[config.mk]
export PLATFORM = sky130hd
export DESIGN_NAME = ohlc_engine_flat
export DESIGN_NICKNAME = d
export VERILOG_FILES = /design/src/hdl/ohlc_pkg.sv /design/src/hdl/ohlc_if.sv /design/src/hdl/ohlc_engine.sv /design/src/flat_wrapper.sv
export SDC_FILE = /design/constraint.sdc
export NUM_CORES = 2
export LEC_CHECK = 0
export CAP_MARGIN = 40
export CORE_ASPECT_RATIO = 1.4
export CORE_MARGIN = 2
export CORE_UTILIZATION = 57
export DETAILED_ROUTE_END_ITERATION = 8
export DONT_BUFFER_PORTS = 1
export GPL_ROUTABILITY_DRIVEN = 0
export PLACE_DENSITY = 0.76
export SLEW_MARGIN = 20
export SYNTH_ARGS = -nofsm -noshare
export SYNTH_HDL_FRONTEND = slang
export SYNTH_SLANG_ARGS = --single-unit
[constraint.sdc]
create_clock -name clk_i -period 26.2 [get_ports clk_i]
set_clock_uncertainty 0.15 [all_clocks]
set_input_delay 5.24 -clock clk_i [delete_from_list [all_inputs] [get_ports clk_i]]
set_output_delay 5.24 -clock clk_i [all_outputs]
set_load 0.005 [all_outputs]
[src/hdl/ohlc_pkg.sv]
// Shared types and constants for the one-minute OHLC bar builder.
package ohlc_pkg;

  localparam int NUM_INSTRUMENTS_DFLT = 16;
  localparam int SLOT_W = 4;
  localparam int MAX_SLOTS = 2 ** SLOT_W;
  localparam int FIFO_DEPTH = 2;
  localparam int MIN_W = 6;

  typedef struct packed {
    logic [SLOT_W-1:0] instrument_index;
    logic [11:0] tick_year;
    logic [3:0]  tick_month;
    logic [4:0]  tick_day;
    logic [4:0]  tick_hour;
    logic [5:0]  tick_minute;
    logic [31:0] last_price;
    logic [31:0] cumulative_volume;
  } tick_t;

  typedef struct packed {
    logic [SLOT_W-1:0] bar_instrument;
    logic [11:0] bar_year;
    logic [3:0]  bar_month;
    logic [4:0]  bar_day;
    logic [4:0]  bar_hour;
    logic [5:0]  bar_minute;
    logic [31:0] open_price;
    logic [31:0] high_price;
    logic [31:0] low_price;
    logic [31:0] close_price;
    logic [31:0] bar_volume;
  } bar_t;

  // classified tick handed from front to back
  typedef struct packed {
    logic [SLOT_W-1:0] slot;
    logic [31:0] stamp;
    logic [31:0] price;
    logic [31:0] vol;
  } op_t;

  // per-slot running bar
  typedef struct packed {
    logic [31:0] open_p;
    logic [31:0] high_p;
    logic [31:0] low_p;
    logic [31:0] close_p;
    logic [31:0] start_vol;
    logic [31:0] end_vol;
    logic [31:0] stamp;
  } entry_t;

endpackage

[src/hdl/ohlc_if.sv]


interface ohlc_bar_if;
  import ohlc_pkg::*;
  logic valid;
  logic ready;
  bar_t data;
  modport source (output valid, output data, input ready);
  modport sink (input valid, input data, output ready);
endinterface

[src/hdl/ohlc_engine.sv]
// Bar engine: per-slot read-modify-write of the running bar, emits closed bars.
module ohlc_engine #(
  parameter int NUM_INSTRUMENTS = ohlc_pkg::NUM_INSTRUMENTS_DFLT
) (
  input  logic          clk_i,
  input  logic          rst_ni,
  input  logic          head_valid_i,
  input  ohlc_pkg::op_t head_i,
  output logic          pop_o,
  ohlc_bar_if.source    bar_o
);
  import ohlc_pkg::*;

  localparam int Depth = (NUM_INSTRUMENTS < MAX_SLOTS) ? NUM_INSTRUMENTS : MAX_SLOTS;
  localparam int AddrW = (Depth > 1) ? $clog2(Depth) : 1;

  entry_t           mem_q [Depth];
  logic [Depth-1:0] act_q, act_d;

  logic       b_vld_q, b_vld_d;
  op_t        b_q;
  entry_t     rd_q;
  logic       fwd_vld_q;
  logic [AddrW-1:0] fwd_addr_q;
  entry_t     fwd_q;

  logic       out_vld_q, out_vld_d;
  bar_t       out_q;

  logic [AddrW-1:0] b_addr;
  entry_t     cur;
  entry_t     nxt;
  logic       active;
  logic       emit;
  logic       out_free;
  logic       b_done;
  logic       load_b;
  bar_t       bar_d;

  assign b_addr   = b_q.slot[AddrW-1:0];
  assign active   = act_q[b_addr];
  assign cur      = (fwd_vld_q && fwd_addr_q == b_addr) ? fwd_q : rd_q;
  assign emit     = active && (cur.stamp[MIN_W-1:0] != b_q.stamp[MIN_W-1:0]);
  assign out_free = !out_vld_q || bar_o.ready;
  assign b_done   = b_vld_q && (!emit || out_free);
  assign load_b   = head_valid_i && (!b_vld_q || b_done);
  assign pop_o    = load_b;

  always_comb begin
    if (!active || emit) begin
      nxt.open_p    = b_q.price;
      nxt.high_p    = b_q.price;
      nxt.low_p     = b_q.price;
      nxt.start_vol = b_q.vol;
    end else begin
      nxt.open_p    = cur.open_p;
      nxt.high_p    = (b_q.price > cur.high_p) ? b_q.price : cur.high_p;
      nxt.low_p     = (b_q.price < cur.low_p) ? b_q.price : cur.low_p;
      nxt.start_vol = cur.start_vol;
    end
    nxt.close_p = b_q.price;
    nxt.end_vol = b_q.vol;
    nxt.stamp   = b_q.stamp;
  end

  always_comb begin
    bar_d.bar_instrument = b_q.slot;
    bar_d.bar_year       = cur.stamp[31:20];
    bar_d.bar_month      = cur.stamp[19:16];
    bar_d.bar_day        = cur.stamp[15:11];
    bar_d.bar_hour       = cur.stamp[10:6];
    bar_d.bar_minute     = cur.stamp[5:0];
    bar_d.open_price     = cur.open_p;
    bar_d.high_price     = cur.high_p;
    bar_d.low_price      = cur.low_p;
    bar_d.close_price    = cur.close_p;
    bar_d.bar_volume     = (cur.end_vol >= cur.start_vol) ?
                           cur.end_vol - cur.start_vol : '0;
  end

  always_comb begin
    act_d = act_q;
    if (b_done) begin
      act_d[b_addr] = 1'b1;
    end
    b_vld_d = load_b ? 1'b1 : (b_done ? 1'b0 : b_vld_q);
    if (b_done && emit) begin
      out_vld_d = 1'b1;
    end else if (bar_o.ready) begin
      out_vld_d = 1'b0;
    end else begin
      out_vld_d = out_vld_q;
    end
  end

  always_ff @(posedge clk_i or negedge rst_ni) begin
    if (!rst_ni) begin
      act_q     <= '0;
      b_vld_q   <= 1'b0;
      out_vld_q <= 1'b0;
      fwd_vld_q <= 1'b0;
    end else begin
      act_q     <= act_d;
      b_vld_q   <= b_vld_d;
      out_vld_q <= out_vld_d;
      if (b_done) begin
        fwd_vld_q <= 1'b1;
      end
    end
  end

  // bar store, read is registered; same-edge write is covered by forwarding
  always_ff @(posedge clk_i) begin
    if (b_done) begin
      mem_q[b_addr] <= nxt;
      fwd_q         <= nxt;
      fwd_addr_q    <= b_addr;
    end
    if (load_b) begin
      rd_q <= mem_q[head_i.slot[AddrW-1:0]];
      b_q  <= head_i;
    end
    if (b_done && emit) begin
      out_q <= bar_d;
    end
  end

  assign bar_o.valid = out_vld_q;
  assign bar_o.data  = out_q;

endmodule

[src/flat_wrapper.sv]
// flat-port wrapper written by rule: the top's interface ports become plain ports
module ohlc_engine_flat import ohlc_pkg::*;
#(
  parameter int NUM_INSTRUMENTS = ohlc_pkg::NUM_INSTRUMENTS_DFLT
)
  (clk_i, rst_ni, head_valid_i, head_i, pop_o, bar_o_valid, bar_o_data, bar_o_ready);
  ohlc_bar_if bar_o_i ();
  input  logic clk_i;
  input  logic rst_ni;
  input  logic head_valid_i;
  input  ohlc_pkg::op_t head_i;
  output logic pop_o;
  output wire logic [$bits(bar_o_i.valid)-1:0] bar_o_valid;
  output wire logic [$bits(bar_o_i.data)-1:0] bar_o_data;
  input wire logic [$bits(bar_o_i.ready)-1:0] bar_o_ready;
  assign bar_o_valid = bar_o_i.valid;
  assign bar_o_data = bar_o_i.data;
  assign bar_o_i.ready = bar_o_ready;
  ohlc_engine #(.NUM_INSTRUMENTS(NUM_INSTRUMENTS)) u_core (.clk_i(clk_i), .rst_ni(rst_ni), .head_valid_i(head_valid_i), .head_i(head_i), .pop_o(pop_o), .bar_o(bar_o_i));
endmodule
Word level (Yosys, flattened, before mapping)
Memories as Yosys holds them, arrays and structs flattened. A register that Yosys moved wholly into a read port is not among the register bits.
Index checks and enable logic that the tools add are counted.
Word-level totals
  register bits: 543
  memory bits (writable): 3584
  input bits: 104
  memories: 1
Memory list
  u_core.mem_q: depth 16, width 224, read ports 1, clocked after memory_dff 1, write ports 1, line ohlc_engine.sv:17  | entry_t mem_q [Depth];
Cells by class
  add/subtract/negate cells: 1
  order comparisons: 5
  equal/unequal tests: 2
  multiplexer cells: 15
  bitwise logic cells: 1
  reductions and logical operators: 16
Operators by type and width (number)
  2-to-1 mux 224 bit: 1
  2-to-1 mux 32 bit: 3
  2-to-1 mux 96 bit: 1
  greater-or-equal comparator 32 bit: 1
  > comparator 32 bit: 1
  less-than comparator 32 bit: 1
  subtractor 32 bit: 1
  OR 16 bit: 1
  2-to-1 mux 1 bit: 8
  logical AND 1 bit: 6
  inequality test 6 bit: 1
  less-than comparator 4 x 5 -> 1 bit (second input constant): 1
  binary-select mux 1 bit (select 4 bit): 1
  demux 1 bit (select 4 bit): 1
  equality test 4 bit: 1
  greater-or-equal comparator 4 x 1 -> 1 bit (second input constant): 1
  zero test 1 bit: 4
  logical OR 1 bit: 4
  nonzero test 2 bit: 2

Longest topological paths before layout
  word-level depth: 11
  gate-level depth with buffers: 20

Worst setup path before layout
Ideal clock, no wire load.
  path kind: input -> register
  start: input bar_o_ready
  end: memory u_core.mem_q[9][0] in the netlist's numbering, enable pin
  arrival: 26.699 ns
  path slack: -2.006 ns
  cell stages on the path: 4
  path buffers: 0
  cell sequence: nor2b_1 > o311ai_0 > nand2_1 > nor4_1
Between the ends
  word-level cells in the longest chain between the ends: 5
Ends and longest elaborated chain
  start: declaration: line flat_wrapper.sv:15  | input wire logic [$bits(bar_o_i.ready)-1:0] bar_o_ready;
  logical OR 1 bit: line ohlc_engine.sv:44  | assign out_free = !out_vld_q || bar_o.ready;
  logical OR 1 bit: line ohlc_engine.sv:45  | assign b_done = b_vld_q && (!emit || out_free);
  logical AND 1 bit: line ohlc_engine.sv:45
  2-to-1 mux 1 bit: line ohlc_engine.sv:114  | if (b_done) begin
  2-to-1 mux 1 bit (not written as such): line ohlc_engine.sv:115  | mem_q[b_addr] <= nxt;
  end: declaration: line ohlc_engine.sv:17
No other way between the ends.

Worst setup path in the final report
  start: input bar_o_ready
  end: output pop_o
Between the ends
  word-level cells in the longest chain between the ends: 5
Ends and longest elaborated chain
  logical OR 1 bit: line ohlc_engine.sv:44
  logical OR 1 bit: line ohlc_engine.sv:45
  logical AND 1 bit: line ohlc_engine.sv:45
  logical OR 1 bit: line ohlc_engine.sv:46  | assign load_b = head_valid_i && (!b_vld_q || b_done);
  logical AND 1 bit: line ohlc_engine.sv:46
  end: declaration: line flat_wrapper.sv:12  | output logic pop_o;
No other way between the ends.

==> run metrics <==
Wirelength per Cell=35.6 microns; Final Critical Period=11.11 ns; Die X=459 microns; clk_lat worst skew=0.93 ns; Detail Placement HPWL=197 mm; worst path required time=20.81 ns; CP startpoint=bar_o_ready; Max FO, Critical Path=4; post-synthesis register bit count=4351; Worst Setup Start Kind=primary input; maximum VDD drop=0.0841 mV; synthesis-to-finish area growth=11.3%; fin cells=11200; Compound-Gate Fraction of Synth Area=0.961%; Adder-Cell Fraction of Synth Area=0.731%; vias after detailed routing=76100; I/O Buffers=0; slowest CP cell=o21a_4; Synth Flop Type=edfxtp_1; sequential power share=54.6%; nets@finish=7308; Util after Layout=63.8%; internal power=11.8 mW; H-tree level count=5; P_sw=3.56 mW; Post-synth EDFFs=4332; first-pass GRT wire length=565 mm; FMAX=0.0900 GHz; CP arrival=5.72 ns; simple-gate share of the synthesized area=0.726%; clock tree sinks=4351; Tot Pwr=15.4 mW; part of the cycle the worst path needs=42.4%; root buffer cell=clkbuf_16; synthesized area per cell=24.3 sq um; initial core utilization=57.4%; mapped cell area=165000 sq um; clock-pin transition on the worst setup and hold timing paths=0.06 ns; RSZ-0062 raised after global routing=false; Fin Setup TNS=0 ns; Clock power frac=36.7%; final wirelength=399 mm; CTS tree=yes; Worst Path Buf+Inv=0; worst-margin pin slew=1.32 ns; Leak Pwr=58.1 nW; Routed Antenna Nets=0; GRT overflow=0; initial antenna violation count=38; Setup CP Type=in2out; CTS Buf Count=392; crit-path leading delay family=compound AO/OA/AOI/OAI gates; yosys warns=0; DR pass1 iterations=6; Slew headroom=12.2%; largest family of logic cells by synthesized area=multiplexers; Hold Buf Count CTS=0; vias in the first global route=77600; FF/Latch Area=131000 sq um; final setup violation count=0; Synth Area in XOR/XNOR=0.207%; DRC=0; post_cts resized=0; Detailed Route Iter0 Violations=11100; Hold Path Origin=u_core.act_q[1]$_DFFE_PN0N_; register area share after synthesis=79.0%; asr flop ratio synth=0.437%; cell count after synthesis=6811; status=complete, no violations; Yosys cell types=61; die footprint=294000 sq um; setup bufs post-CTS=0; PwrDens=83.5 nW/um^2; Mapped Nets=7011; hold slack=0.313 ns; Sw Share=23.2%; Pins Over Slew Limit=0; slowest stage delay, CP=0.28 ns; Max Root-Sink Buffers=4; reg-to-reg startpoint=u_core.b_addr[1]$_DFFE_PP_; Hold Vio Cnt, Final=0; combinational share of power=8.7%; Global Route Usage Sum=27.0%; core area=288000 sq um; number of I/O pins=302; Filler Cells Inserted=17700; Tightest Hold Check Type=reg2reg; max cap viols=0; critical-path cell list=nand2b_1, o21a_4; row count=233; kind of end point of the critical path=primary output; mux cell area share after synthesis=17.4%; multi-input logic area=33200 sq um; layout cells sized above 1=29.6%; largest net degree at the start of global routing=898; Placed Cells=10500; DR vias/cell=6.80; die height=641 microns
## worst reg2reg max path: stages, from the launching register on
cell and delay [ns]:
edfxtp_1 0.67, xor2_1 0.28, nor4_2 0.35, buf_4 0.40, mux2i_1 0.34, xnor2_1 0.28
o311ai_0 0.46, nand2_1 0.49, inv_8 0.75, and3_4 0.75, buf_4 0.78, buf_4 0.68
buf_4 0.71
## layout by cell type (no fill, tap or decap), drive strengths merged, types with 15 or more instances in the layout
cell type	count
edfxtp	4332
mux4	1103
clkbuf	461
mux2	288
buf	218
clkinv	166
ha	95
inv	92
a21oi	64
nand2	63
nor2	59
mux2i	58
o21ai	45
bufinv	35
a21o	34
nor2b	31
a211oi	30
clkinvlp	29
xnor2	22
dfrtp	19
xor2	17
and3	16
diode	15
nand3	15
nor3	15
## flip-flops by register name, summed over array words and instances (netlist names)
| name | flops |
|---|---|
| u_core.act_q | 16 |
| u_core.b_addr | 4 |
| u_core.b_q | 96 |
| u_core.b_vld_q | 1 |
| u_core.bar_o.data | 196 |
| u_core.bar_o.valid | 1 |
| u_core.fwd_addr_q | 4 |
| u_core.fwd_q | 224 |
| u_core.fwd_vld_q | 1 |
| u_core.mem_q | 3584 |
| u_core.rd_q | 224 |
## power by group through the flow
stage / Sequential, mW / Combinational (mW) / Clock, mW
global placement: 8.51 / 1.21 / 0
CTS: 8.39 / 1.25 / 5.70
finish: 8.39 / 1.33 / 5.63
detailed placement: 8.52 / 1.24 / 0
global route: 8.42 / 1.41 / 5.94
floorplan: 8.57 / 0.805 / 0
## stage by stage
step,worst slack [ns],cell area (sq um)
after floorplan,-2.01,165000
after global placement,15.04,170000
after detailed placement,15.07,171000
after CTS,15.06,183000
after global routing,15.05,184000
final,15.09,184000
## area by class of cell
type,instances,area share [%]
well taps,3760,2.56
diodes,15,0.0204
flip-flops and latches,4351,71.0
repair buffers,219,1.39
clock buffers,460,5.53
clock inverters,244,1.24
multi-input cells,2066,18.1
inverters,78,0.163
## routing by layer
layer  track usage (%)  share of wire [%]  wire length, microns  vias to the layer above
met4              8.45                3.5                 14100                       10
met1              37.1                 36                145000                    40700
met5                 0              0.016                    65                        -
met3              4.60                9.9                 39400                      697
met2              44.8                 50                200000                     5058
li1                  -                  -                     -                    29700
## final timing paths
kind,to,slack [ns],depth (start not counted)
worst min register to register,u_core.act_q[1]$_DFFE_PN0N_,0.31,1
worst min-delay path,u_core.act_q[1]$_DFFE_PN0N_,0.31,1
worst max-delay path,pop_o,15.09,2
max in group asynchronous,u_core.act_q[3]$_DFFE_PN0N_,21.93,0
min in group asynchronous,u_core.bar_o.valid$_DFFE_PN0P_,3.88,0
worst max register to register,u_core.mem_q[10][154]$_DFFE_PP_,18.72,12
## cells by family (layout without fill, tap and decap cells)
kind of cell               after synthesis  in the layout
buffers and inverters                  394           1001
DFF                                   4351           4351
adders and majority gates               96             96
xor gates and xnor gates                39             39
AOI/OAI and AO/OA                      239            239
other                                    0             15
and+or+nand+nor                        243            243
muxes                                 1449           1449
## cell usage after synthesis, drive strengths merged (3+ instances only)
| library cell | number | area, sq um |
|---|---|---|
| o21bai | 5 | 48.8 |
| o22ai | 3 | 18.8 |
| nand3 | 15 | 75.1 |
| clkbuf | 211 | 792 |
| and4 | 4 | 35.0 |
| xnor2 | 22 | 193 |
| nor2 | 59 | 221 |
| xor2 | 17 | 149 |
| inv | 78 | 293 |
| nor4 | 7 | 43.8 |
| buf | 105 | 472 |
| mux4 | 1103 | 24800 |
| dfrtp | 19 | 475 |
| o211ai | 5 | 37.5 |
| a31o | 11 | 96.3 |
| edfxtp | 4332 | 130000 |
| mux2i | 58 | 581 |
| ha | 95 | 1190 |
| a31oi | 7 | 43.8 |
| a41o | 6 | 60.1 |
| and3 | 16 | 100 |
| o21ai | 45 | 225 |
| or3 | 5 | 31.3 |
| nor3 | 15 | 75.1 |
| a21o | 34 | 255 |
| a2111oi | 4 | 35.0 |
| nand2 | 63 | 236 |
| nor2b | 31 | 194 |
| nand2b | 8 | 50.1 |
| mux2 | 288 | 3360 |
| o21a | 4 | 30.0 |
| a21oi | 64 | 324 |
| a211oi | 30 | 225 |
| nand4 | 14 | 87.6 |
Note: power is estimated with default switching activity, not from simulation.
