### src/hdl/ohlc_pkg.sv
// Shared types and constants for the one-minute OHLC bar builder.
package ohlc_pkg;

  localparam int NUM_INSTRUMENTS_DFLT = 16;
  localparam int SLOT_W = 4;
  localparam int MAX_SLOTS = 2 ** SLOT_W;
  localparam int FIFO_DEPTH = 2;
  localparam int MIN_W = 6;

  typedef struct packed {
    logic [SLOT_W-1:0] instrument_index;
    logic [11:0] tick_year;
    logic [3:0]  tick_month;
    logic [4:0]  tick_day;
    logic [4:0]  tick_hour;
    logic [5:0]  tick_minute;
    logic [31:0] last_price;
    logic [31:0] cumulative_volume;
  } tick_t;

  typedef struct packed {
    logic [SLOT_W-1:0] bar_instrument;
    logic [11:0] bar_year;
    logic [3:0]  bar_month;
    logic [4:0]  bar_day;
    logic [4:0]  bar_hour;
    logic [5:0]  bar_minute;
    logic [31:0] open_price;
    logic [31:0] high_price;
    logic [31:0] low_price;
    logic [31:0] close_price;
    logic [31:0] bar_volume;
  } bar_t;

  // classified tick handed from front to back
  typedef struct packed {
    logic [SLOT_W-1:0] slot;
    logic [31:0] stamp;
    logic [31:0] price;
    logic [31:0] vol;
  } op_t;

  // per-slot running bar
  typedef struct packed {
    logic [31:0] open_p;
    logic [31:0] high_p;
    logic [31:0] low_p;
    logic [31:0] close_p;
    logic [31:0] start_vol;
    logic [31:0] end_vol;
    logic [31:0] stamp;
  } entry_t;

endpackage

### src/hdl/ohlc_fifo.sv
// Short queue between front end and bar engine.
module ohlc_fifo (
  input  logic          clk_i,
  input  logic          rst_ni,
  input  logic          push_i,
  input  ohlc_pkg::op_t op_i,
  output logic          push_ready_o,
  output logic          head_valid_o,
  output ohlc_pkg::op_t head_o,
  input  logic          pop_i
);
  import ohlc_pkg::*;

  localparam int PtrW = (FIFO_DEPTH > 1) ? $clog2(FIFO_DEPTH) : 1;
  localparam int CntW = $clog2(FIFO_DEPTH + 1);
  localparam logic [PtrW-1:0] LastPtr = PtrW'(FIFO_DEPTH - 1);
  localparam logic [CntW-1:0] FullCnt = CntW'(FIFO_DEPTH);

  op_t             buf_q [FIFO_DEPTH];
  logic [PtrW-1:0] wr_ptr_q, wr_ptr_d;
  logic [PtrW-1:0] rd_ptr_q, rd_ptr_d;
  logic [CntW-1:0] cnt_q, cnt_d;
  logic            do_push, do_pop;

  assign push_ready_o = cnt_q != FullCnt;
  assign head_valid_o = cnt_q != '0;
  assign head_o       = buf_q[rd_ptr_q];
  assign do_push      = push_i && push_ready_o;
  assign do_pop       = pop_i && head_valid_o;

  always_comb begin
    wr_ptr_d = wr_ptr_q;
    rd_ptr_d = rd_ptr_q;
    cnt_d    = cnt_q;
    if (do_push) begin
      wr_ptr_d = (wr_ptr_q == LastPtr) ? '0 : wr_ptr_q + 1'b1;
    end
    if (do_pop) begin
      rd_ptr_d = (rd_ptr_q == LastPtr) ? '0 : rd_ptr_q + 1'b1;
    end
    if (do_push && !do_pop) begin
      cnt_d = cnt_q + 1'b1;
    end else if (do_pop && !do_push) begin
      cnt_d = cnt_q - 1'b1;
    end
  end

  always_ff @(posedge clk_i or negedge rst_ni) begin
    if (!rst_ni) begin
      wr_ptr_q <= '0;
      rd_ptr_q <= '0;
      cnt_q    <= '0;
    end else begin
      wr_ptr_q <= wr_ptr_d;
      rd_ptr_q <= rd_ptr_d;
      cnt_q    <= cnt_d;
    end
  end

  always_ff @(posedge clk_i) begin
    if (do_push) begin
      buf_q[wr_ptr_q] <= op_i;
    end
  end

endmodule

### config.mk
export PLATFORM = sky130hd
export DESIGN_NAME = ohlc_fifo
export DESIGN_NICKNAME = d
export VERILOG_FILES = /design/src/hdl/ohlc_pkg.sv /design/src/hdl/ohlc_fifo.sv
export SDC_FILE = /design/constraint.sdc
export NUM_CORES = 1
export LEC_CHECK = 0
export BUFFER_PORTS_ARGS = -buffer_cell sky130_fd_sc_hd__buf_2
export CAP_MARGIN = 5
export CELL_PAD_IN_SITES_DETAIL_PLACEMENT = 1
export CELL_PAD_IN_SITES_GLOBAL_PLACEMENT = 1
export CORE_ASPECT_RATIO = 1.4
export CORE_MARGIN = 3
export CORE_UTILIZATION = 30
export CTS_BUF_LIST = sky130_fd_sc_hd__clkbuf_8
export CTS_CLUSTER_DIAMETER = 150
export DETAILED_ROUTE_END_ITERATION = 10
export PLACE_DENSITY_LB_ADDON = 0.12
export RECOVER_POWER = 100
export SETUP_SLACK_MARGIN = 0.02
export SYNTH_ARGS = -nofsm -noshare
export SYNTH_HDL_FRONTEND = slang
export SYNTH_SLANG_ARGS = --single-unit
### constraint.sdc
create_clock -name clk_i -period 12.2 [get_ports clk_i]
set_input_delay 0.61 -clock clk_i [delete_from_list [all_inputs] [get_ports clk_i]]
set_output_delay 0.61 -clock clk_i [all_outputs]
set_load 0.005 [all_outputs]
# Word-level counts from Yosys, hierarchy flattened
# Memories as Yosys holds them, arrays and structs flattened.
# Index checks and enable logic that the tools add are counted.
totals:
  in_bits: 104
  ram_bits: 200
  regBits: 4
  mem_count: 1
  out_inout_bits: 102
  wordCells: 23
mem_list:
  columns: ["name", "words", "width", "rd", "rd_clocked_by_memory_dff", "wr", "line", "rtl"]
  rows:
  - ["buf_q", 2, 100, 1, 0, 1, "ohlc_fifo.sv:19", "op_t buf_q [FIFO_DEPTH];"]
classes:
  reduce_logical: 8
  n_eq_ne: 1
  muxes: 6
  add_sub_neg: 4
op_table:
  columns: ["cell", "n"]
  rows:
  - ["logical AND 1 bit", 4]
  - ["2-to-1 mux 1 bit", 4]
  - ["2-to-1 mux 2 bit", 2]
  - ["nonzero test 2 bit", 2]
  - ["adder 1 bit (second input constant)", 2]
  - ["adder 2 x 1 -> 2 bit (second input constant)", 1]
  - ["logical NOT 1 bit", 2]
  - ["!= test 2 bit (second input constant)", 1]
  - ["subtractor 2 x 1 -> 2 bit (second input constant)", 1]

# Logic depth before layout (Yosys ltp)
# Gate-level depths: netlist (run 1).
depth:
  depth_word: 6
  depth_mapped: 7
  mapped_depth_nobuf: 7

# Worst setup path before layout (run 1)
# Ideal clock, no wire load.
synth_path:
  path_kind: "input -> register"
  from: "in push_i"
  to: "mem buf_q[0][0] in the netlist's numbering (enable)"
  setup_ns: 0.559
  arrival_ns: 4.862
  path_slack_ns: 6.779
  t_required_ns: 11.641
  n_path_buf: 0
  stages: 2
  path_cell_list: "nand2_1 > nor2_1"
synth_between:
  elab_chain_len: 3
synth_rtl:
  columns: ["element", "line", "rtl"]
  rows:
  - ["start, declared", "ohlc_fifo.sv:5", "input logic push_i,"]
  - ["logical AND 1 bit", "ohlc_fifo.sv:28", "assign do_push = push_i && push_ready_o;"]
  - ["2-to-1 mux 1 bit", "ohlc_fifo.sv:61", "if (do_push) begin"]
  - ["2-to-1 mux 1 bit (implied by the code)", "ohlc_fifo.sv:62", "buf_q[wr_ptr_q] <= op_i;"]
  - ["end, declared", "ohlc_fifo.sv:19", null]
# Every way passes these cells.

# Worst setup path in the final report (run 1)
layout_path:
  from: "reg cnt_q[0]"
  to: "mem buf_q[0][60] in the netlist's numbering (enable)"
layout_between:
  elab_chain_len: 4
layout_rtl:
  columns: ["element", "line", "rtl"]
  rows:
  - ["start, declared", "ohlc_fifo.sv:22", "logic [CntW-1:0] cnt_q, cnt_d;"]
  - ["start signal, assigned", "ohlc_fifo.sv:56", "cnt_q <= cnt_d;"]
  - ["!= test 2 bit", "ohlc_fifo.sv:25", "assign push_ready_o = cnt_q != FullCnt;"]
  - ["logical AND 1 bit", "ohlc_fifo.sv:28", null]
  - ["2-to-1 mux 1 bit", "ohlc_fifo.sv:61", null]
  - ["2-to-1 mux 1 bit (implied by the code)", "ohlc_fifo.sv:62", null]
# Every way passes these cells.

==> results.md, run 1 <==
* Status: complete, but fails checks
* Violated checks: capacitance limit, slew limit
* Peak VDD IR at 0.108 mV
* Max Fclk at 0.156 GHz
* Slew of the pin with the lowest slew margin at 4.64 ns
* Max-Cap Viols at 5
* Worst setup SP type: flop
* Nets at 669
* Vias in the first global route at 4448
* Crit end category: flop
* Most frequent cells in the layout: edfxtp_1 (200), buf_2 (143), mux2_1 (90), clkbuf_1 (64), clkbuf_8 (38)
* Mapped Area at 7860 µm²
* DRT Wirelength at 16800 µm
* Worst-path clk slew at 0.06 ns
* # H-tree levels at 2
* Warnings, synthesis at 0
* Antenna violations before repair at 0
* # diodes at 0
* Post-CTS setup buffers at 0
* Fillers at 2626
* Clk sinks at 204
* Post-Syn Nets at 434
* Sequential share of the synthesized area at 77.7%
* CTS tree: done
* Area delta synth->final at 18.3%
* Largest fanout on the critical path at 68
* Commonest non-fill, non-tap cell in the layout: edfxtp_1
* CTS max path bufs at 3
* Grt ovf at 0
* Critical path's slowest cell: clkbuf_1
* Die W at 143 µm
* Placer Congestion at 0.673
* Hold Violations, Final at 0
* Hold WC Path Type: in -> reg
* Core area at 25600 µm²
* Unique masters post-synth at 16
* M1 WL at 5770 µm
* Crit path buffers/inverters at 1
* Hold depth at 1
* Critical path data arrival time at 6.41 ns
* Slowest Stage Delay on Critical Path at 2.93 ns
* Estimated wirelength of the detail-placed design at 10800 µm
* P per Cell Area at 228 nW/µm²
* Setup TNS Final at 0 ns
* Via density at 4.26
* Gr usage total at 11.5%
* Cts bufs inserted at 35
* Synth Instances at 329
* Worst-path cell chain: nand2b_1 > nand2_1 > nor2_1 > clkbuf_1
* Post-DP Area at 9130 µm²
* Worst skew pair latency at 0.50 ns
* Hold path startpoint: op_i[0]
* Final setup viols at 0
* LEAKAGE at 3.35 nW
* Synth Register Bits at 204
* First-pass GRT wire length at 24500 µm
* Setup Skew at 0.00955 ns
* Avg Cell Area, Syn at 23.9 µm²
* Avg WL per Cell at 18.6 µm
* RR Endpoint: buf_q[0][60]$_DFFE_PP_
* Worst Path Required at 12.21 ns
* Reg2reg path depth at 4
* Max layer used: met4
* Hold EP: buf_q[1][0]$_DFFE_PP_
* Final worst-path cycle share at 52.5%
* Fin. max-slew vios at 284
* Io pins at 206
* Antenna-violating nets left at 0
* DR vias at 3851
* Largest net degree at the start of global routing at 77
* Worst slew margin at -210%
* IO Port Bufs at 205
* DRC viols at 0
* WL met2 at 9270 µm
* Starting Density at 30.8%
* CP top delay family: buffers and inverters
* Root buf cell: clkbuf_8
* Die ar. at 28200 µm²
* WS Path Type: reg -> reg
* Final Instance Area at 9300 µm²
* Minimum clock period at 6.40 ns
* Reg2Reg Launch Point: cnt_q[0]$_DFFE_PN0P_
* Internal reg-to-reg setup slack at 5.80 ns
* RSZ-0062 raised after global routing: no
* Drt pass-1 iters at 4
* Metal3 WL at 1240 µm
* # rows at 69
* Share of layout cells above drive strength 1 at 33.7%
* Initial DRC Count at 112
* Die height at 198 µm
==> registers in the layout (all words and copies together), names as in the netlist <==
signal / count
wr_ptr_q: 1
cnt_q: 2
buf_q: 200
rd_ptr_q: 1
==> repair_timing <==
action                                 in CTS  in global routing
endpoints found under the hold margin       4                  0
resized for setup                           0                  0
hold buffers                                1                  0
==> where the power goes <==
part / internal, W / switching [W]
registers: 0.000979 / 0.0000643
clock network: 0.000284 / 0.000259
logic: 0.000244 / 0.000286
total: 0.00151 / 0.000609
==> Yosys cell counts <==
library cell | number | area share (%)
edfxtp_1 | 200 | 76
mux2_4 | 90 | 17
mux2_2 | 10 | 1.4
buf_12 | 9 | 2.3
dfrtp_1 | 4 | 1.3
xnor2_1 | 3 | 0.33
nand2_1 | 2 | 0.096
nor2_1 | 2 | 0.096
xor2_1 | 2 | 0.22
and3_1 | 1 | 0.080
buf_2 | 1 | 0.064
buf_6 | 1 | 0.14
ha_1 | 1 | 0.16
inv_1 | 1 | 0.048
nand2b_1 | 1 | 0.080
or2_2 | 1 | 0.080
==> cell type report <==
type	count	area, µm²	area share [%]
multi-input cells	113	1220	13.1
well taps	319	399	4.29
repair buffers	209	970	10.4
flip-flops and latches	204	6110	65.6
clock buffers	38	523	5.62
inverters	1	3.75	0.0404
clock inverters	19	80.1	0.861
==> cell families (layout without fill, tap and decap cells) <==
group / count (synthesis) / count (layout) / synth area share [%]
flip-flops: 204 / 204 / 77.7
multiplexers: 100 / 100 / 18.6
adder cells (fa/ha/maj): 1 / 1 / 0.159
AND/OR/NAND/NOR: 7 / 7 / 0.430
buffers and inverters: 12 / 267 / 2.55
XOR/XNOR: 5 / 5 / 0.557
==> worst max-delay path by stage <==
stage / start / cells after the start / endpoint / slack, ns
after floorplan: push_i / 2 / buf_q[0][0]$_DFFE_PP_ / 6.78
after global placement: rd_ptr_q$_DFFE_PN0P_ / 3 / head_o[79] / 9.03
after detailed placement: rd_ptr_q$_DFFE_PN0P_ / 3 / head_o[79] / 9.02
after CTS: rd_ptr_q$_DFFE_PN0P_ / 3 / head_o[79] / 8.45
after global routing: cnt_q[0]$_DFFE_PN0P_ / 4 / buf_q[0][3]$_DFFE_PP_ / 4.93
final: cnt_q[0]$_DFFE_PN0P_ / 4 / buf_q[0][60]$_DFFE_PP_ / 5.80
==> through the flow <==
stage	power (W)	std cells	hold slack, ns	setup WS (ns)	util, %
global placement	0.00174	845	0.424	9.03	35.7
finish	0.00212	903	0.299	5.80	36.4
global route	0.00226	903	0.255	4.93	36.4
CTS	0.00232	903	0.245	8.45	38.1
floorplan	0.00154	329	0.314	6.78	-
detailed placement	0.00176	845	0.426	9.02	35.7
==> metal layers <==
metal | vias up | GRT usage [%]
met5 | - | 0
met4 | 0 | 4.79
met3 | 38 | 3.83
met2 | 137 | 21.9
met1 | 1899 | 11.0
li1 | 1777 | -
==> worst register-to-register path: cells and delay by family (launching register included) <==
family,cells,cell delay (ns)
simple gates,3,2.52
buf+inv,1,2.94
flops,1,0.42
No activity file was read; power rests on OpenSTA's default activity.
==> run 2: changes to the inputs <==
- clock period: 12.2 -> 6.5 ns (I/O delays scaled with it)
==> run 2 against run 1 <==
Net effect:
- the run still ends with capacitance limit, slew limit left
- fmax grew 47%
- core utilization increased by 3.5 points
- global-route usage rose by 0.38 points
- largest cell class unchanged
==> results.md, run 2 (synthesis gave the netlist of run 1 again) <==
* Status: complete, but fails checks
* Violated checks: capacitance limit, slew limit
* Antenna-violating nets left at 0 (unchanged)
* Die height at 198 µm (unchanged)
* Worst Path Required at 6.61 ns (-5.60 ns)
* # H-tree levels at 2 (unchanged)
* DRT Wirelength at 17000 µm (+1.6%)
* Placer Congestion at 0.690 (+2.4%)
* DR vias at 4136 (+7.4%)
* Grt ovf at 0 (unchanged)
* WS Path Type: reg -> reg
* Most frequent cells in the layout: edfxtp_1 (200), buf_2 (124), mux2_1 (90), dlygate4sd3_1 (87), clkbuf_1 (81)
* Die ar. at 28200 µm² (unchanged)
* Fin. max-slew vios at 158 (-44%)
* Share of layout cells above drive strength 1 at 26.8% (-6.9 points)
* Largest net degree at the start of global routing at 77 (unchanged)
* Estimated wirelength of the detail-placed design at 10900 µm (+0.26%)
* # diodes at 0 (unchanged)
* Vias in the first global route at 4751 (+6.8%)
* Slew of the pin with the lowest slew margin at 2.89 ns (-1.75 ns)
* Io pins at 206 (unchanged)
* Initial DRC Count at 175 (+56%)
* Clk sinks at 204 (unchanged)
* CTS max path bufs at 3 (unchanged)
* Via density at 4.16 (-2.4%)
* Minimum clock period at 4.35 ns (-2.05 ns)
* Hold Violations, Final at 0 (unchanged)
* Biggest regs: buf_q (200), cnt_q (2)
* Hold depth at 1 (unchanged)
* Starting Density at 30.8% (unchanged)
* Number of flip-flops under the largest register name at 200 (unchanged)
* Worst setup SP type: flop
* IO Port Bufs at 205 (unchanged)
* Antenna violations before repair at 0 (unchanged)
* First-pass GRT wire length at 26000 µm (+5.9%)
* Worst slew margin at -93.6% (+120 points)
* Fillers at 2643 (+0.65%)
* Reg2reg path depth at 4 (unchanged)
* LEAKAGE at 3.69 nW (+10%)
* Avg WL per Cell at 17.2 µm (-7.7%)
* Max Fclk at 0.230 GHz (+47%)
* Max-Cap Viols at 3 (-2)
* Internal reg-to-reg setup slack at 2.15 ns (-3.65 ns)
* # rows at 69 (unchanged)
* Drt pass-1 iters at 4 (unchanged)
* RSZ-0062 raised after global routing: no
* Register area at 6110 µm² (unchanged)
* Nets at 755 (+13%)
* Worst skew pair latency at 0.50 ns (about the same)
* Final setup viols at 0 (unchanged)
* DP Worst Slack at 3.48 ns (-5.54 ns)
* Die W at 143 µm (unchanged)
* Top reg by flops: buf_q
* Footprint of the multi-input gates at 1220 µm² (unchanged)
* Hold EP: buf_q[1][36]$_DFFE_PP_
* P per Cell Area at 394 nW/µm² (+73%)
* Root buf cell: clkbuf_8
* RR Endpoint: buf_q[0][0]$_DFFE_PP_
* DRC viols at 0 (unchanged)
* CTS tree: done
* Hold slack final at 0.0556 ns (-0.243 ns)
* Hold WC Path Type: in -> reg
* Largest fanout on the critical path at 68 (unchanged)
* Commonest non-fill, non-tap cell in the layout: edfxtp_1
* Gr usage total at 11.8% (+0.38 points)
* Peak VDD IR at 0.159 mV (+47%)
* Final worst-path cycle share at 66.9% (+14 points)
* Setup ws final at 2.15 ns (-3.65 ns)
* Reg2Reg Launch Point: cnt_q[0]$_DFFE_PN0P_
* Hold path startpoint: op_i[36]
* Setup TNS Final at 0 ns (unchanged)
* Cts bufs inserted at 35 (unchanged)
* Core area at 25600 µm² (unchanged)
* Crit end category: flop
* Util after Layout at 39.9% (+3.5 points)
* Worst-path clk slew at 0.06 ns (about the same)
* Area delta synth->final at 29.6%
* Setup Skew at 0.0212 ns (+0.0116 ns)
* Total power at 0.00401 W (+89%)
* Critical path data arrival time at 4.46 ns (-1.95 ns)
-- run 2: cell count changes in the layout (fill, tap and decap cells not counted) --
cell,delta
clkbuf_8,+2
buf_4,+2
clkinv_2,-2
clkinv_1,+2
buf_1,-1
inv_1,+3
clkbuf_1,+17
dlygate4sd3_1,+86
clkbuf_2,+1
buf_2,-19
-- run 2: worst max-delay path by stage --
stage / endpoint / slack [ns] / cells past startpoint / start
after floorplan: buf_q[0][0]$_DFFE_PP_ / 1.13 / 3 / cnt_q[0]$_DFFE_PN0P_
after global placement: head_o[79] / 3.61 / 3 / rd_ptr_q$_DFFE_PN0P_
after detailed placement: buf_q[0][7]$_DFFE_PP_ / 3.48 / 4 / cnt_q[0]$_DFFE_PN0P_
after CTS: head_o[79] / 3.03 / 3 / rd_ptr_q$_DFFE_PN0P_
after global routing: buf_q[0][7]$_DFFE_PP_ / 1.58 / 4 / cnt_q[0]$_DFFE_PN0P_
final: buf_q[0][0]$_DFFE_PP_ / 2.15 / 4 / cnt_q[0]$_DFFE_PN0P_
-- run 2: layout make-up --
cell class                      instances  area share, %
Sequential cell                       204           60.0
Timing Repair Buffer                  295           17.8
Inverter                                1         0.0369
Clock buffer                           40           5.41
Tap cell                              319           3.92
Clock inverter                         22          0.872
Multi-Input combinational cell        113           12.0
-- run 2: routing by layer --
metal / global-route usage (%) / vias to the layer above / routed length, µm
li1: - / 1948 / -
met1: 12.7 / 2021 / 6270
met2: 21.8 / 138 / 9330
met3: 3.66 / 29 / 1070
met4: 4.05 / 0 / 374
met5: 0 / - / 0
-- run 2: worst max-delay path, cell delays in order, from the launching register on --
cell,delay (ns)
dfrtp_1,0.41
nand2b_1,0.19
nand2_1,0.12
nor2_1,2.13
buf_4,0.99
-- run 2: timing repair --
item,in CTS,in global routing
hold endpoints to repair,175,0
hold buffers,87,0
setup buffers,0,0
gates resized for setup,0,0
-- run 2: where the power goes --
group	internal, W	switching, W	leakage, nW	total (W)
logic	0.000480	0.000548	1.42	0.00103
clock network	0.000560	0.000487	0.370	0.00105
registers	0.00181	0.000119	1.90	0.00193
total	0.00285	0.00115	3.69	0.00401
-- run 2: through the flow --
| stage | cell area (µm²) | instances |
|---|---|---|
| 6_report | 10200 | 994 |
| 5_1_grt | 10200 | 994 |
| 3_5_place_dp | 9130 | 845 |
| 2_1_floorplan | 7860 | 329 |
| 4_1_cts | 10600 | 994 |
| 3_3_place_gp | 9130 | 845 |
