File: src/hdl/ohlc_pkg.sv
// Shared types and constants for the one-minute OHLC bar builder.
package ohlc_pkg;

  localparam int NUM_INSTRUMENTS_DFLT = 16;
  localparam int SLOT_W = 4;
  localparam int MAX_SLOTS = 2 ** SLOT_W;
  localparam int FIFO_DEPTH = 2;
  localparam int MIN_W = 6;

  typedef struct packed {
    logic [SLOT_W-1:0] instrument_index;
    logic [11:0] tick_year;
    logic [3:0]  tick_month;
    logic [4:0]  tick_day;
    logic [4:0]  tick_hour;
    logic [5:0]  tick_minute;
    logic [31:0] last_price;
    logic [31:0] cumulative_volume;
  } tick_t;

  typedef struct packed {
    logic [SLOT_W-1:0] bar_instrument;
    logic [11:0] bar_year;
    logic [3:0]  bar_month;
    logic [4:0]  bar_day;
    logic [4:0]  bar_hour;
    logic [5:0]  bar_minute;
    logic [31:0] open_price;
    logic [31:0] high_price;
    logic [31:0] low_price;
    logic [31:0] close_price;
    logic [31:0] bar_volume;
  } bar_t;

  // classified tick handed from front to back
  typedef struct packed {
    logic [SLOT_W-1:0] slot;
    logic [31:0] stamp;
    logic [31:0] price;
    logic [31:0] vol;
  } op_t;

  // per-slot running bar
  typedef struct packed {
    logic [31:0] open_p;
    logic [31:0] high_p;
    logic [31:0] low_p;
    logic [31:0] close_p;
    logic [31:0] start_vol;
    logic [31:0] end_vol;
    logic [31:0] stamp;
  } entry_t;

endpackage

File: src/hdl/ohlc_if.sv
// Valid/ready channel interfaces for ticks and finished bars.
interface ohlc_tick_if;
  import ohlc_pkg::*;
  logic  valid;
  logic  ready;
  tick_t data;
  modport source (output valid, output data, input ready);
  modport sink (input valid, input data, output ready);
endinterface


File: src/hdl/ohlc_front.sv
// Front end: registers incoming ticks, drops unknown slots, packs the timestamp.
module ohlc_front #(
  parameter int NUM_INSTRUMENTS = ohlc_pkg::NUM_INSTRUMENTS_DFLT
) (
  input  logic          clk_i,
  input  logic          rst_ni,
  ohlc_tick_if.sink     tick_i,
  output logic          push_o,
  output ohlc_pkg::op_t op_o,
  input  logic          push_ready_i
);
  import ohlc_pkg::*;

  logic  vld_q, vld_d;
  tick_t tick_q;
  logic  in_range;
  logic  drain;

  assign in_range = int'(tick_q.instrument_index) < NUM_INSTRUMENTS;
  assign drain    = vld_q && (!in_range || push_ready_i);
  assign tick_i.ready = !vld_q || drain;
  assign push_o   = vld_q && in_range;

  assign op_o.slot  = tick_q.instrument_index;
  assign op_o.stamp = {tick_q.tick_year, tick_q.tick_month, tick_q.tick_day,
                       tick_q.tick_hour, tick_q.tick_minute};
  assign op_o.price = tick_q.last_price;
  assign op_o.vol   = tick_q.cumulative_volume;

  always_comb begin
    vld_d = vld_q;
    if (tick_i.valid && tick_i.ready) begin
      vld_d = 1'b1;
    end else if (drain) begin
      vld_d = 1'b0;
    end
  end

  always_ff @(posedge clk_i or negedge rst_ni) begin
    if (!rst_ni) begin
      vld_q <= 1'b0;
    end else begin
      vld_q <= vld_d;
    end
  end

  always_ff @(posedge clk_i) begin
    if (tick_i.valid && tick_i.ready) begin
      tick_q <= tick_i.data;
    end
  end

endmodule

File: src/flat_wrapper.sv
// flat-port wrapper written by rule: the top's interface ports become plain ports
module ohlc_front_flat import ohlc_pkg::*;
#(
  parameter int NUM_INSTRUMENTS = ohlc_pkg::NUM_INSTRUMENTS_DFLT
)
  (clk_i, rst_ni, push_o, op_o, push_ready_i, tick_i_valid, tick_i_data, tick_i_ready);
  ohlc_tick_if tick_i_i ();
  input  logic clk_i;
  input  logic rst_ni;
  output logic push_o;
  output ohlc_pkg::op_t op_o;
  input  logic push_ready_i;
  input wire logic [$bits(tick_i_i.valid)-1:0] tick_i_valid;
  input wire logic [$bits(tick_i_i.data)-1:0] tick_i_data;
  output wire logic [$bits(tick_i_i.ready)-1:0] tick_i_ready;
  assign tick_i_i.valid = tick_i_valid;
  assign tick_i_i.data = tick_i_data;
  assign tick_i_ready = tick_i_i.ready;
  ohlc_front #(.NUM_INSTRUMENTS(NUM_INSTRUMENTS)) u_core (.clk_i(clk_i), .rst_ni(rst_ni), .tick_i(tick_i_i), .push_o(push_o), .op_o(op_o), .push_ready_i(push_ready_i));
endmodule
File: config.mk
export PLATFORM = sky130hd
export DESIGN_NAME = ohlc_front_flat
export DESIGN_NICKNAME = d
export VERILOG_FILES = /design/src/hdl/ohlc_pkg.sv /design/src/hdl/ohlc_if.sv /design/src/hdl/ohlc_front.sv /design/src/flat_wrapper.sv
export SDC_FILE = /design/constraint.sdc
export NUM_CORES = 1
export LEC_CHECK = 0
export BUFFER_PORTS_ARGS = -buffer_cell sky130_fd_sc_hd__buf_2
export CORE_MARGIN = 5
export CORE_UTILIZATION = 46
export CTS_BUF_LIST = sky130_fd_sc_hd__clkbuf_8
export DETAILED_ROUTE_END_ITERATION = 8
export PLACE_DENSITY = 0.84
export SETUP_SLACK_MARGIN = 0.05
export SLEW_MARGIN = 10
export SYNTH_ARGS = -nofsm -noshare
export SYNTH_HDL_FRONTEND = slang
export SYNTH_SLANG_ARGS = --single-unit
File: constraint.sdc
create_clock -name clk_i -period 3.8 [get_ports clk_i]
set_input_delay 0.95 -clock clk_i [delete_from_list [all_inputs] [get_ports clk_i]]
set_output_delay 0.95 -clock clk_i [all_outputs]
set_load 0.02 [all_outputs]
Word-level counts from Yosys, hierarchy flattened
Cells that the tools add are included.
{"block": "word_totals", "register_bits": 101, "latchBits": 0, "ramBits": 0, "romBits": 0, "in_bits": 104, "output_inout_bits": 102, "elab_cells": 16, "n_memories": 0}
{"block": "op_classes", "addsub": 0, "mul": 0, "div": 0, "magnitude_cmp": 0, "n_eq_ne": 0, "shifts": 0, "mux": 2, "n_bitwise": 0, "n_reduce_logical": 5}
{"op": "logical AND 1 bit", "count": 2}
{"op": "two-way mux 1 bit", "count": 2}
{"op": "nonzero test 2 bit", "count": 1}
{"op": "logical NOT 1 bit", "count": 1}
{"op": "logical OR 1 bit", "count": 1}

Depth between registers and ports, before layout
Gate-level depths: netlist of the first run.
{"block": "logic_depth", "depth_word": 4, "depth_mapped": 2, "depth_no_buf": 2}

Worst setup path after synthesis of the first run
No wires, ideal clock.
{"block": "synth_path", "path_kind": "input -> register", "start": "input push_ready_i", "end": "register u_core.tick_q (netlist bit u_core.op_o[0]), enable pin", "setup_ps": 389, "arrival_ps": 1893, "required_ps": 3411, "path_slack_ps": 1518, "cell_stages": 2, "path_buffers": 0, "path_cell_list": "nand2b_4 and2_4"}
{"block": "synth_between", "elab_chain_len": 3}
{"element": "from (decl)", "line_no": "flat_wrapper.sv:12", "rtl": "input logic push_ready_i;"}
{"element": "logical AND 1 bit", "line_no": "ohlc_front.sv:20", "rtl": "assign drain = vld_q && (!in_range || push_ready_i);"}
{"element": "logical OR 1 bit", "line_no": "ohlc_front.sv:21", "rtl": "assign tick_i.ready = !vld_q || drain;"}
{"element": "logical AND 1 bit", "line_no": "ohlc_front.sv:48", "rtl": "if (tick_i.valid && tick_i.ready) begin"}
{"element": "to (signal assigned)", "line_no": "ohlc_front.sv:49", "rtl": "tick_q <= tick_i.data;"}
{"element": "to (decl)", "line_no": "ohlc_front.sv:15", "rtl": "tick_t tick_q;"}
No other way between the ends.
A chain may end at the register's enable or synchronous reset.

Worst setup path after layout of the first run
{"block": "layout_path", "start": "input push_ready_i", "end": "output tick_i_ready"}
{"block": "layout_between", "elab_chain_len": 2}
{"element": "logical AND 1 bit", "line_no": "ohlc_front.sv:20"}
{"element": "logical OR 1 bit", "line_no": "ohlc_front.sv:21"}
{"element": "to (decl)", "line_no": "flat_wrapper.sv:15", "rtl": "output wire logic [$bits(tick_i_i.ready)-1:0] tick_i_ready;"}
No other way between the ends.

==> flow_summary.toml, run 1 <==
[run_status]
status = "completed"

[critical_path]
start_kind = "input pin"
worstPathRequired_ns = 2.85
critPathArrivalTime_ns = 1.34
crit_slowest_cell = "buf_2"
cpPeakStageDelay_ns = 0.16
crit_type = "input pin to output port"
cp_common_cell = "buf_2"
r2r_setup_slack_ns = 2.04
critPathMaxFanout = 3
cp_cell_sequence = "buf_2 -> nand2b_4 -> buf_2"
critPathCaptureType = "output port"

[global_routing]
grt_max_degree = 55
grt_pass1_wl_microns = 11700
grt_pass1_vias = 2111
antenna_found_initial = 1
gr-total-overflow = 0
grt_usage = 0.189

[clock_tree]
clockRootBuffer = "clkbuf_8"
insertion_delay_ns = 0.36
cts_setup_buffers = 0
cts-buffers-inserted = 9
tritoncts = "yes"
cts_resized = 0
path_clk_slew_ns = 0.09
ctsHoldBuffers = 0
cts_sinks = 101
htreeDepth = 3
clock_path_buffers = 2

[route]
drt-initial-drc-count = 62
dr.pass1.iters = 4
wl_per_cell_microns = 19.1
drcViolationCount = 0
wirelength_microns = 7700
vias = 1854
routed_via_density = 4.60
antenna_left = 0

[placed_design]
io_buffers = 205
place_congestion = 0.750
dp_hpwl_microns = 5970

[yosys]
synthDistinctLibCells = 5
synth_fp_nets = 208
synth_adder_area_share = 0
synth_xor_xnor_area_share = 0
synthCells = 104
synthMuxAreaShare = 0
yosys.area_share.simple = 0.00941
yosysSeqAreaShare = 0.991
synth_area_sq_mm = 0.00306
synth_top_family_by_area = "simple AND/OR/NAND/NOR gates"
synth_compound_area_frac = 0
avgSynthCellArea_sq_um = 29.4
synth_seq_cells = 101
yosys_warnings = 0

[sta]
holdWs_ns = 0.355
skew_ns = 0.0122
finalSetupTns_ns = 0
finalHoldViolations = 0
grt_setup_unrepaired = "no"
finalSetupViolCount = 0
drv_slew = 0
period_needed_ns = 2.29
max_slew_margin = 0.586
tightestPinTransition_ns = 0.620
max_freq_mhz = 437
timing.final.crit_share = 0.602

[floorplanning]
die_area_sq_mm = 0.00838
die_height_microns = 91.5
die_x_microns = 91.5
boundaryPins = 206
core-area_sq_mm = 0.00642
start_util = 0.476
rows = 29

[power_and_ir_drop]
power_density_mw_per_mm2 = 516
p_leak_nw = 1.91
worst_ir_drop_vdd_mv = 0.318

[worst_hold_path]
worstHoldPathType = "input pin to asynchronous set/reset pin"

[finish]
drive_gt1_frac = 0.687
final_cell_mix = "205 x buf_2, 100 x edfxtp_1, 9 x clkbuf_8"
antennaDiodeCount = 0
layout.cells.most_common = "buf_2"
nNetsFinal = 425
area.growth.synth_to_final_pct = 44.9

[job]
maxCapViolations = 0
## cells in the mapped netlist
library cell | number | share of area
and2_4 | 1 | 0.0029
nand2b_4 | 1 | 0.0045
edfxtp_1 | 100 | 0.98
nand2b_1 | 1 | 0.0020
dfrtp_1 | 1 | 0.0082
## report_power, final
group | switching, mW | internal, mW
sequential | 0.0142 | 1.30
clock | 0.372 | 0.381
combinational | 0.143 | 0.0792
## sequential cells by signal, summed over array words and instances, names as in the netlist
name           cells
u_core.op_o      100
u_core.push_o      1
## logic make-up (layout without fill, tap and decap cells)
family	Yosys count	in the layout
and+or+nand+nor	3	3
buffers and inverters	0	222
DFF	101	101
## metal layers
layer | global-route usage | share of wire
met1 | 0.173 | 0.28
met2 | 0.344 | 0.57
met3 | 0.0967 | 0.12
met4 | 0.0867 | 0.024
met5 | 0 | 0.0017
## worst paths after layout
path	to	startpoint	depth (start not counted)
max in group asynchronous	u_core.push_o	rst_ni	1
min in group clk_i	u_core.push_o	u_core.push_o	2
worst min register to register	u_core.push_o	u_core.push_o	2
worst max-delay path	tick_i_ready	push_ready_i	3
worst max register to register	u_core.op_o[63]	u_core.push_o	3
worst min-delay path	u_core.push_o	rst_ni	1
## cell type report
cell class / instances / area (sq um)
Clock buffer: 9 / 124
Clock inverter: 7 / 105
Fill cell: 436 / 1990
Multi-Input combinational cell: 3 / 28.8
Sequential cell: 101 / 3030
Tap cell: 77 / 96.3
Timing Repair Buffer: 206 / 1050
## worst max-delay path, delay by kind of cell
family | cells | cell delay (ns)
buffers and inverters | 2 | 0.26
AND/OR/NAND/NOR | 1 | 0.14
## per-stage QoR
step | util | std cells | setup slack (ns) | power (mW) | instance area, sq um
after detailed placement | 0.654 | 387 | 1.39 | 1.56 | 4200
final | 0.689 | 403 | 1.51 | 2.29 | 4430
after global routing | 0.689 | 403 | 1.50 | 2.38 | 4430
after global placement | 0.654 | 387 | 1.43 | 1.55 | 4200
after floorplan | - | 104 | 1.52 | 1.44 | 3060
after CTS | 0.689 | 403 | 1.51 | 2.31 | 4430
Note: power is estimated with default switching activity, not from simulation.
==> run 2: changes to the inputs <==
Settings changed: CORE_UTILIZATION 46 to 43, PLACE_DENSITY 0.84 to 0.79.
Clock period 3.8 ns to 2.3 ns, I/O delays scaled along.
==> run 2 against run 1 <==
- worst setup slack got worse by 0.79 ns
- non-clock buffer count rose by 2
- critical path depth fell by 1
- cell area rose by 0.14%
- flip-flop and latch count did not move
- worst hold slack improved by 0.031 ns
- total power rose by 56%
- utilization fell by 4.4 points
- die area rose by 6.2%
- critical endpoint unchanged
- largest cell class unchanged
==> flow_summary.toml, run 2 (synthesis gave the netlist of run 1 again) <==
[critical_path]
critPathArrivalTime_ns = 1.00
r2r_end = "u_core.op_o[20]"
start_kind = "flop"
worstPathRequired_ns = 1.73
critPathCaptureType = "output port"
critPathMaxFanout = 3
crit_type = "flop to output port"
ff2ff_path_depth = 3
critPathLaunch = "u_core.push_o"
endpoint = "tick_i_ready"
reg2reg_from = "u_core.push_o"
r2r_setup_slack_ns = 0.99

[sta]
tightestPinTransition_ns = 0.324
grt_setup_unrepaired = "no"
period_needed_ns = 1.58
finalSetupViolCount = 0
timing.final.crit_share = 0.686
finalSetupTns_ns = 0
max_freq_mhz = 634
max_slew_margin = 0.784
skew_ns = 0.00818
drv_slew = 0
finalHoldViolations = 0
fin_ws_ns = 0.722

[global_routing]
gr-total-overflow = 0
grt_pass1_wl_microns = 10500
antenna_found_initial = 0
grt_usage = 0.166
grt_pass1_vias = 1964
grt_max_degree = 66

[power_and_ir_drop]
p_leak_nw = 1.90
worst_ir_drop_vdd_mv = 0.444
power_density_mw_per_mm2 = 802

[finish]
largest_register_ffs = 100
area.growth.synth_to_final_pct = 45.1
final_cell_mix = "205 x buf_2, 100 x edfxtp_1, 9 x clkbuf_8"
fillCellCount = 514
finalCoreUtilization = 0.646
nNetsFinal = 427
layout.cells.most_common = "buf_2"
antennaDiodeCount = 0
drive_gt1_frac = 0.683

[route]
drt-initial-drc-count = 65
antenna_left = 0
vias = 1880
dr.pass1.iters = 4
wirelength_microns = 7630
drcViolationCount = 0
routed_via_density = 4.43
wl_per_cell_microns = 18.0

[clock_tree]
clockRootBuffer = "clkbuf_8"
path_clk_slew_ns = 0.10
htreeDepth = 3
clock_path_buffers = 2
cts-buffers-inserted = 9
insertion_delay_ns = 0.35
tritoncts = "yes"
cts_resized = 0
cts_sinks = 101

[worst_hold_path]
worstHoldPathType = "input pin to flop"

[floorplanning]
die_height_microns = 94.3
die_x_microns = 94.3
die_area_sq_mm = 0.00889
core-area_sq_mm = 0.00687
rows = 30
boundaryPins = 206
start_util = 0.445

[placed_design]
place_ws_ns = 0.697
place_congestion = 0.761
io_buffers = 205

[run_status]
status = "completed"

[job]
maxCapViolations = 0
[run 2: cell count changes in the layout (fill, tap and decap cells not counted)]
cell / previous run / this run
buf_12: 1 / 2
bufinv_16: 2 / 0
dlygate4sd3_1: 0 / 1
inv_1: 0 / 1
inv_6: 2 / 3
[run 2: final cells by class]
| class | instances | area (sq um) | area share |
|---|---|---|---|
| clock inverter | 7 | 57.6 | 0.0130 |
| sequential | 101 | 3030 | 0.683 |
| multi-input combinational | 3 | 28.8 | 0.00649 |
| clock buffer | 9 | 124 | 0.0279 |
| tap | 96 | 120 | 0.0271 |
| timing repair buffer | 208 | 1080 | 0.243 |
[run 2: worst min-delay path by stage]
| stage | end | slack (ns) | cells past startpoint | from |
|---|---|---|---|---|
| 6_report | u_core.op_o[62] | 0.39 | 1 | tick_i_data[62] |
| 5_1_grt | u_core.op_o[5] | 0.35 | 1 | tick_i_data[5] |
| 4_1_cts | u_core.op_o[62] | 0.37 | 1 | tick_i_data[62] |
| 3_5_place_dp | u_core.push_o | 0.35 | 1 | rst_ni |
| 3_3_place_gp | u_core.push_o | 0.35 | 1 | rst_ni |
| 2_1_floorplan | u_core.push_o | 0.28 | 0 | rst_ni |
[run 2: metal layers]
layer	up-vias	GRT usage	wire length [microns]
met5	-	0	0
met4	0	0.0806	133
met3	12	0.0561	662
met2	108	0.326	4500
met1	904	0.147	2340
li1	856	-	-
[run 2: worst max-delay path: stages, from the launching register on]
cell	delay (ns)
dfrtp_1	0.41
nand2b_4	0.08
buf_2	0.16
[run 2: report_power, final]
part / total, mW / leakage (nW) / internal, mW / switching, mW
clock: 1.02 / 0.0939 / 0.411 / 0.611
sequential: 2.17 / 0.963 / 2.14 / 0.0237
combinational: 0.368 / 0.844 / 0.137 / 0.231
total: 3.56 / 1.90 / 2.69 / 0.866
[run 2: what timing repair did]
item	in CTS	in global routing
setup buffers	0	0
hold endpoints to repair	1	0
hold buffers	1	0
[run 2: metrics by stage]
step / hold WS (ns) / total power, mW / area [sq um] / cells
after floorplan: 0.279 / 2.38 / 3060 / 104
after global placement: 0.350 / 2.57 / 4240 / 407
after detailed placement: 0.351 / 2.58 / 4240 / 407
after CTS: 0.368 / 3.60 / 4430 / 424
after global routing: 0.352 / 3.72 / 4430 / 424
final: 0.386 / 3.56 / 4430 / 424
==> run 3: changes to the inputs <==
Settings changed: ABC_AREA set to 1, CORE_UTILIZATION 43 to 42, PLACE_DENSITY 0.79 to 0.78.
Clock period 2.3 ns to 1.5 ns, I/O delays scaled along.
==> run 3 against run 2 <==
- cell area increased by 1.4%
- clock skew increased by 0.0015 ns
- register-to-register slack got worse by 0.79 ns
- total power increased by 63%
- utilization decreased by 1.9 points
- synthesized area decreased by 0.29%
- clock-buffer cell count unchanged
- sequential share of layout area decreased by 0.92 points
- via count decreased by 0.80%
- sequential power increased by 53%
- synthesized cell count increased by 1.9%
- flip-flop and latch count unchanged
==> flow_summary.toml, run 3 <==
[yosys]
synth_seq_cells = 101
synthDistinctLibCells = 5
yosysSeqAreaShare = 0.993
synth_top_cell_by_area = "edfxtp_1"
synth_fp_nets = 210
yosys_warnings = 0
synth_top_cell_area_share = 0.985
yosys.cell_count.top_type = "edfxtp_1"
synthFlopType = "edfxtp_1"
synthCells = 106
synth-edff-count = 100
synth_common_cells = "100 x edfxtp_1, 2 x inv_1, 2 x nand2_1, 1 x a21oi_1, 1 x dfrtp_1"
async_flop_share = 0.00990
synth_area_sq_mm = 0.00305
avgSynthCellArea_sq_um = 28.8
netlist_top_cells_area = "edfxtp_1 99%, dfrtp_1 0.82%, inv_1 0.25%, nand2_1 0.25%, a21oi_1 0.16%"

[floorplanning]
die_height_microns = 95.2
boundaryPins = 206
rows = 31
die_x_microns = 95.2
die_area_sq_mm = 0.00906
core-area_sq_mm = 0.00718
start_util = 0.425

[finish]
layout.cells.most_common = "buf_2"
antennaDiodeCount = 0
area.growth.synth_to_final_pct = 47.5
nNetsFinal = 429
largest_register_ffs = 100
drive_gt1_frac = 0.685
final_cell_mix = "204 x buf_2, 100 x edfxtp_1, 9 x clkbuf_8"
layoutNonFillerInstCount = 429
finalCoreUtilization = 0.627

[route]
drt-initial-drc-count = 74
wirelength_microns = 7200
wl_per_cell_microns = 16.8
routed_via_density = 4.35
antenna_left = 0
dr.pass1.iters = 4
vias = 1865
drcViolationCount = 0

[critical_path]
cp_top_family = "flip-flops"
crit_type = "flop to output port"
worstPathRequired_ns = 1.12
crit_buf_inv = 1
start_kind = "flop"
crit_slowest_cell = "dfrtp_2"
reg2reg_from = "u_core.push_o"
critPathMaxFanout = 3
critPathArrivalTime_ns = 1.02
critPathCaptureType = "output port"
critPathLaunch = "u_core.push_o"
cp_cell_sequence = "nand2_2 -> buf_4"
cpPeakStageDelay_ns = 0.45
r2r_setup_slack_ns = 0.20

[sta]
max_freq_mhz = 717
finalSetupViolCount = 0
skew_ns = 0.00963
timing.final.crit_share = 0.929
period_needed_ns = 1.39
holdWs_ns = 0.183
drv_slew = 0
finalHoldViolations = 0
max_slew_margin = 0.803
tightestPinTransition_ns = 0.295
grt_setup_unrepaired = "no"

[global_routing]
grt_usage = 0.149
antenna_found_initial = 0
grt_pass1_vias = 1859
grt_pass1_wl_microns = 9630
grt_max_degree = 57
gr-total-overflow = 0

[power_and_ir_drop]
worst_ir_drop_vdd_mv = 0.758
comb_power_share = 0.098
swShare = 0.231
sequentialPowerShare = 0.573
power_density_mw_per_mm2 = 1290
p_leak_nw = 1.92
p_int_mw = 4.46
p_sw_mw = 1.34
clkPwrFrac = 0.329

[worst_hold_path]
holdCritStartpoint = "tick_i_data[81]"
worstHoldPathType = "input pin to flop"

[clock_tree]
tritoncts = "yes"
cts-buffers-inserted = 9
path_clk_slew_ns = 0.10
clockRootBuffer = "clkbuf_8"
htreeDepth = 3
insertion_delay_ns = 0.36
clock_path_buffers = 2
cts_setup_buffers = 0
cts_sinks = 101

[placed_design]
dp_cells = 412
dp_hpwl_microns = 5620
io_buffers = 205
place_congestion = 0.721

[run_status]
status = "completed"

[job]
maxCapViolations = 0
==> run 3: kinds of logic after synthesis <==
group | count (synthesis) | synth area share
buf+inv | 2 | 0.00246
flops | 101 | 0.993
compound gates | 1 | 0.00164
simple gates | 2 | 0.00246
==> run 3: power by group through the flow <==
stage                     clock network [mW]  registers (mW)  logic [mW]
final                                   1.91            3.32       0.567
after global placement                     0            3.38       0.558
after detailed placement                   0            3.39       0.572
after global routing                    2.11            3.34       0.602
after CTS                               1.96            3.32       0.575
after floorplan                            0            3.60      0.0582
==> run 3: final timing paths <==
kind                                   end  depth (start not counted)
setup / recovery              tick_i_ready                          2
hold / removal             u_core.op_o[81]                          1
setup reg to reg           u_core.op_o[79]                          2
hold reg to reg              u_core.push_o                          2
max in group asynchronous    u_core.push_o                          2
min in group asynchronous    u_core.push_o                          2
==> run 3: layout make-up <==
cell class | count | area, sq um
multi-input cells | 3 | 26.3
inverters | 2 | 7.51
flip-flops and latches | 101 | 3030
well taps | 99 | 124
fillers | 543 | 2680
repair buffers | 208 | 1080
clock inverters | 7 | 108
clock buffers | 9 | 124
==> run 3: repair_timing <==
action | CTS | global route
gates resized for setup | 0 | 2
hold buffers | 1 | 0
setup endpoints to repair | 0 | 1
endpoints found under the hold margin | 1 | 0
==> run 3: per-layer routing <==
| metal | GRT usage | up-vias | wire (microns) |
|---|---|---|---|
| li1 | - | 861 | - |
| met1 | 0.152 | 874 | 2290 |
| met2 | 0.262 | 120 | 3850 |
| met3 | 0.0702 | 10 | 958 |
| met4 | 0.0589 | 0 | 103 |
| met5 | 0 | - | 0 |
==> run 3: through the flow <==
step	setup slack (ns)	total power [mW]	TNS (ns)	instance area (sq um)
2_1_floorplan	-1.10	3.65	-110.09	3060
3_3_place_gp	0.125	3.94	0	4250
3_5_place_dp	0.0855	3.96	0	4250
4_1_cts	0.0569	5.86	0	4490
5_1_grt	0.0552	6.04	0	4500
6_report	0.106	5.80	0	4500
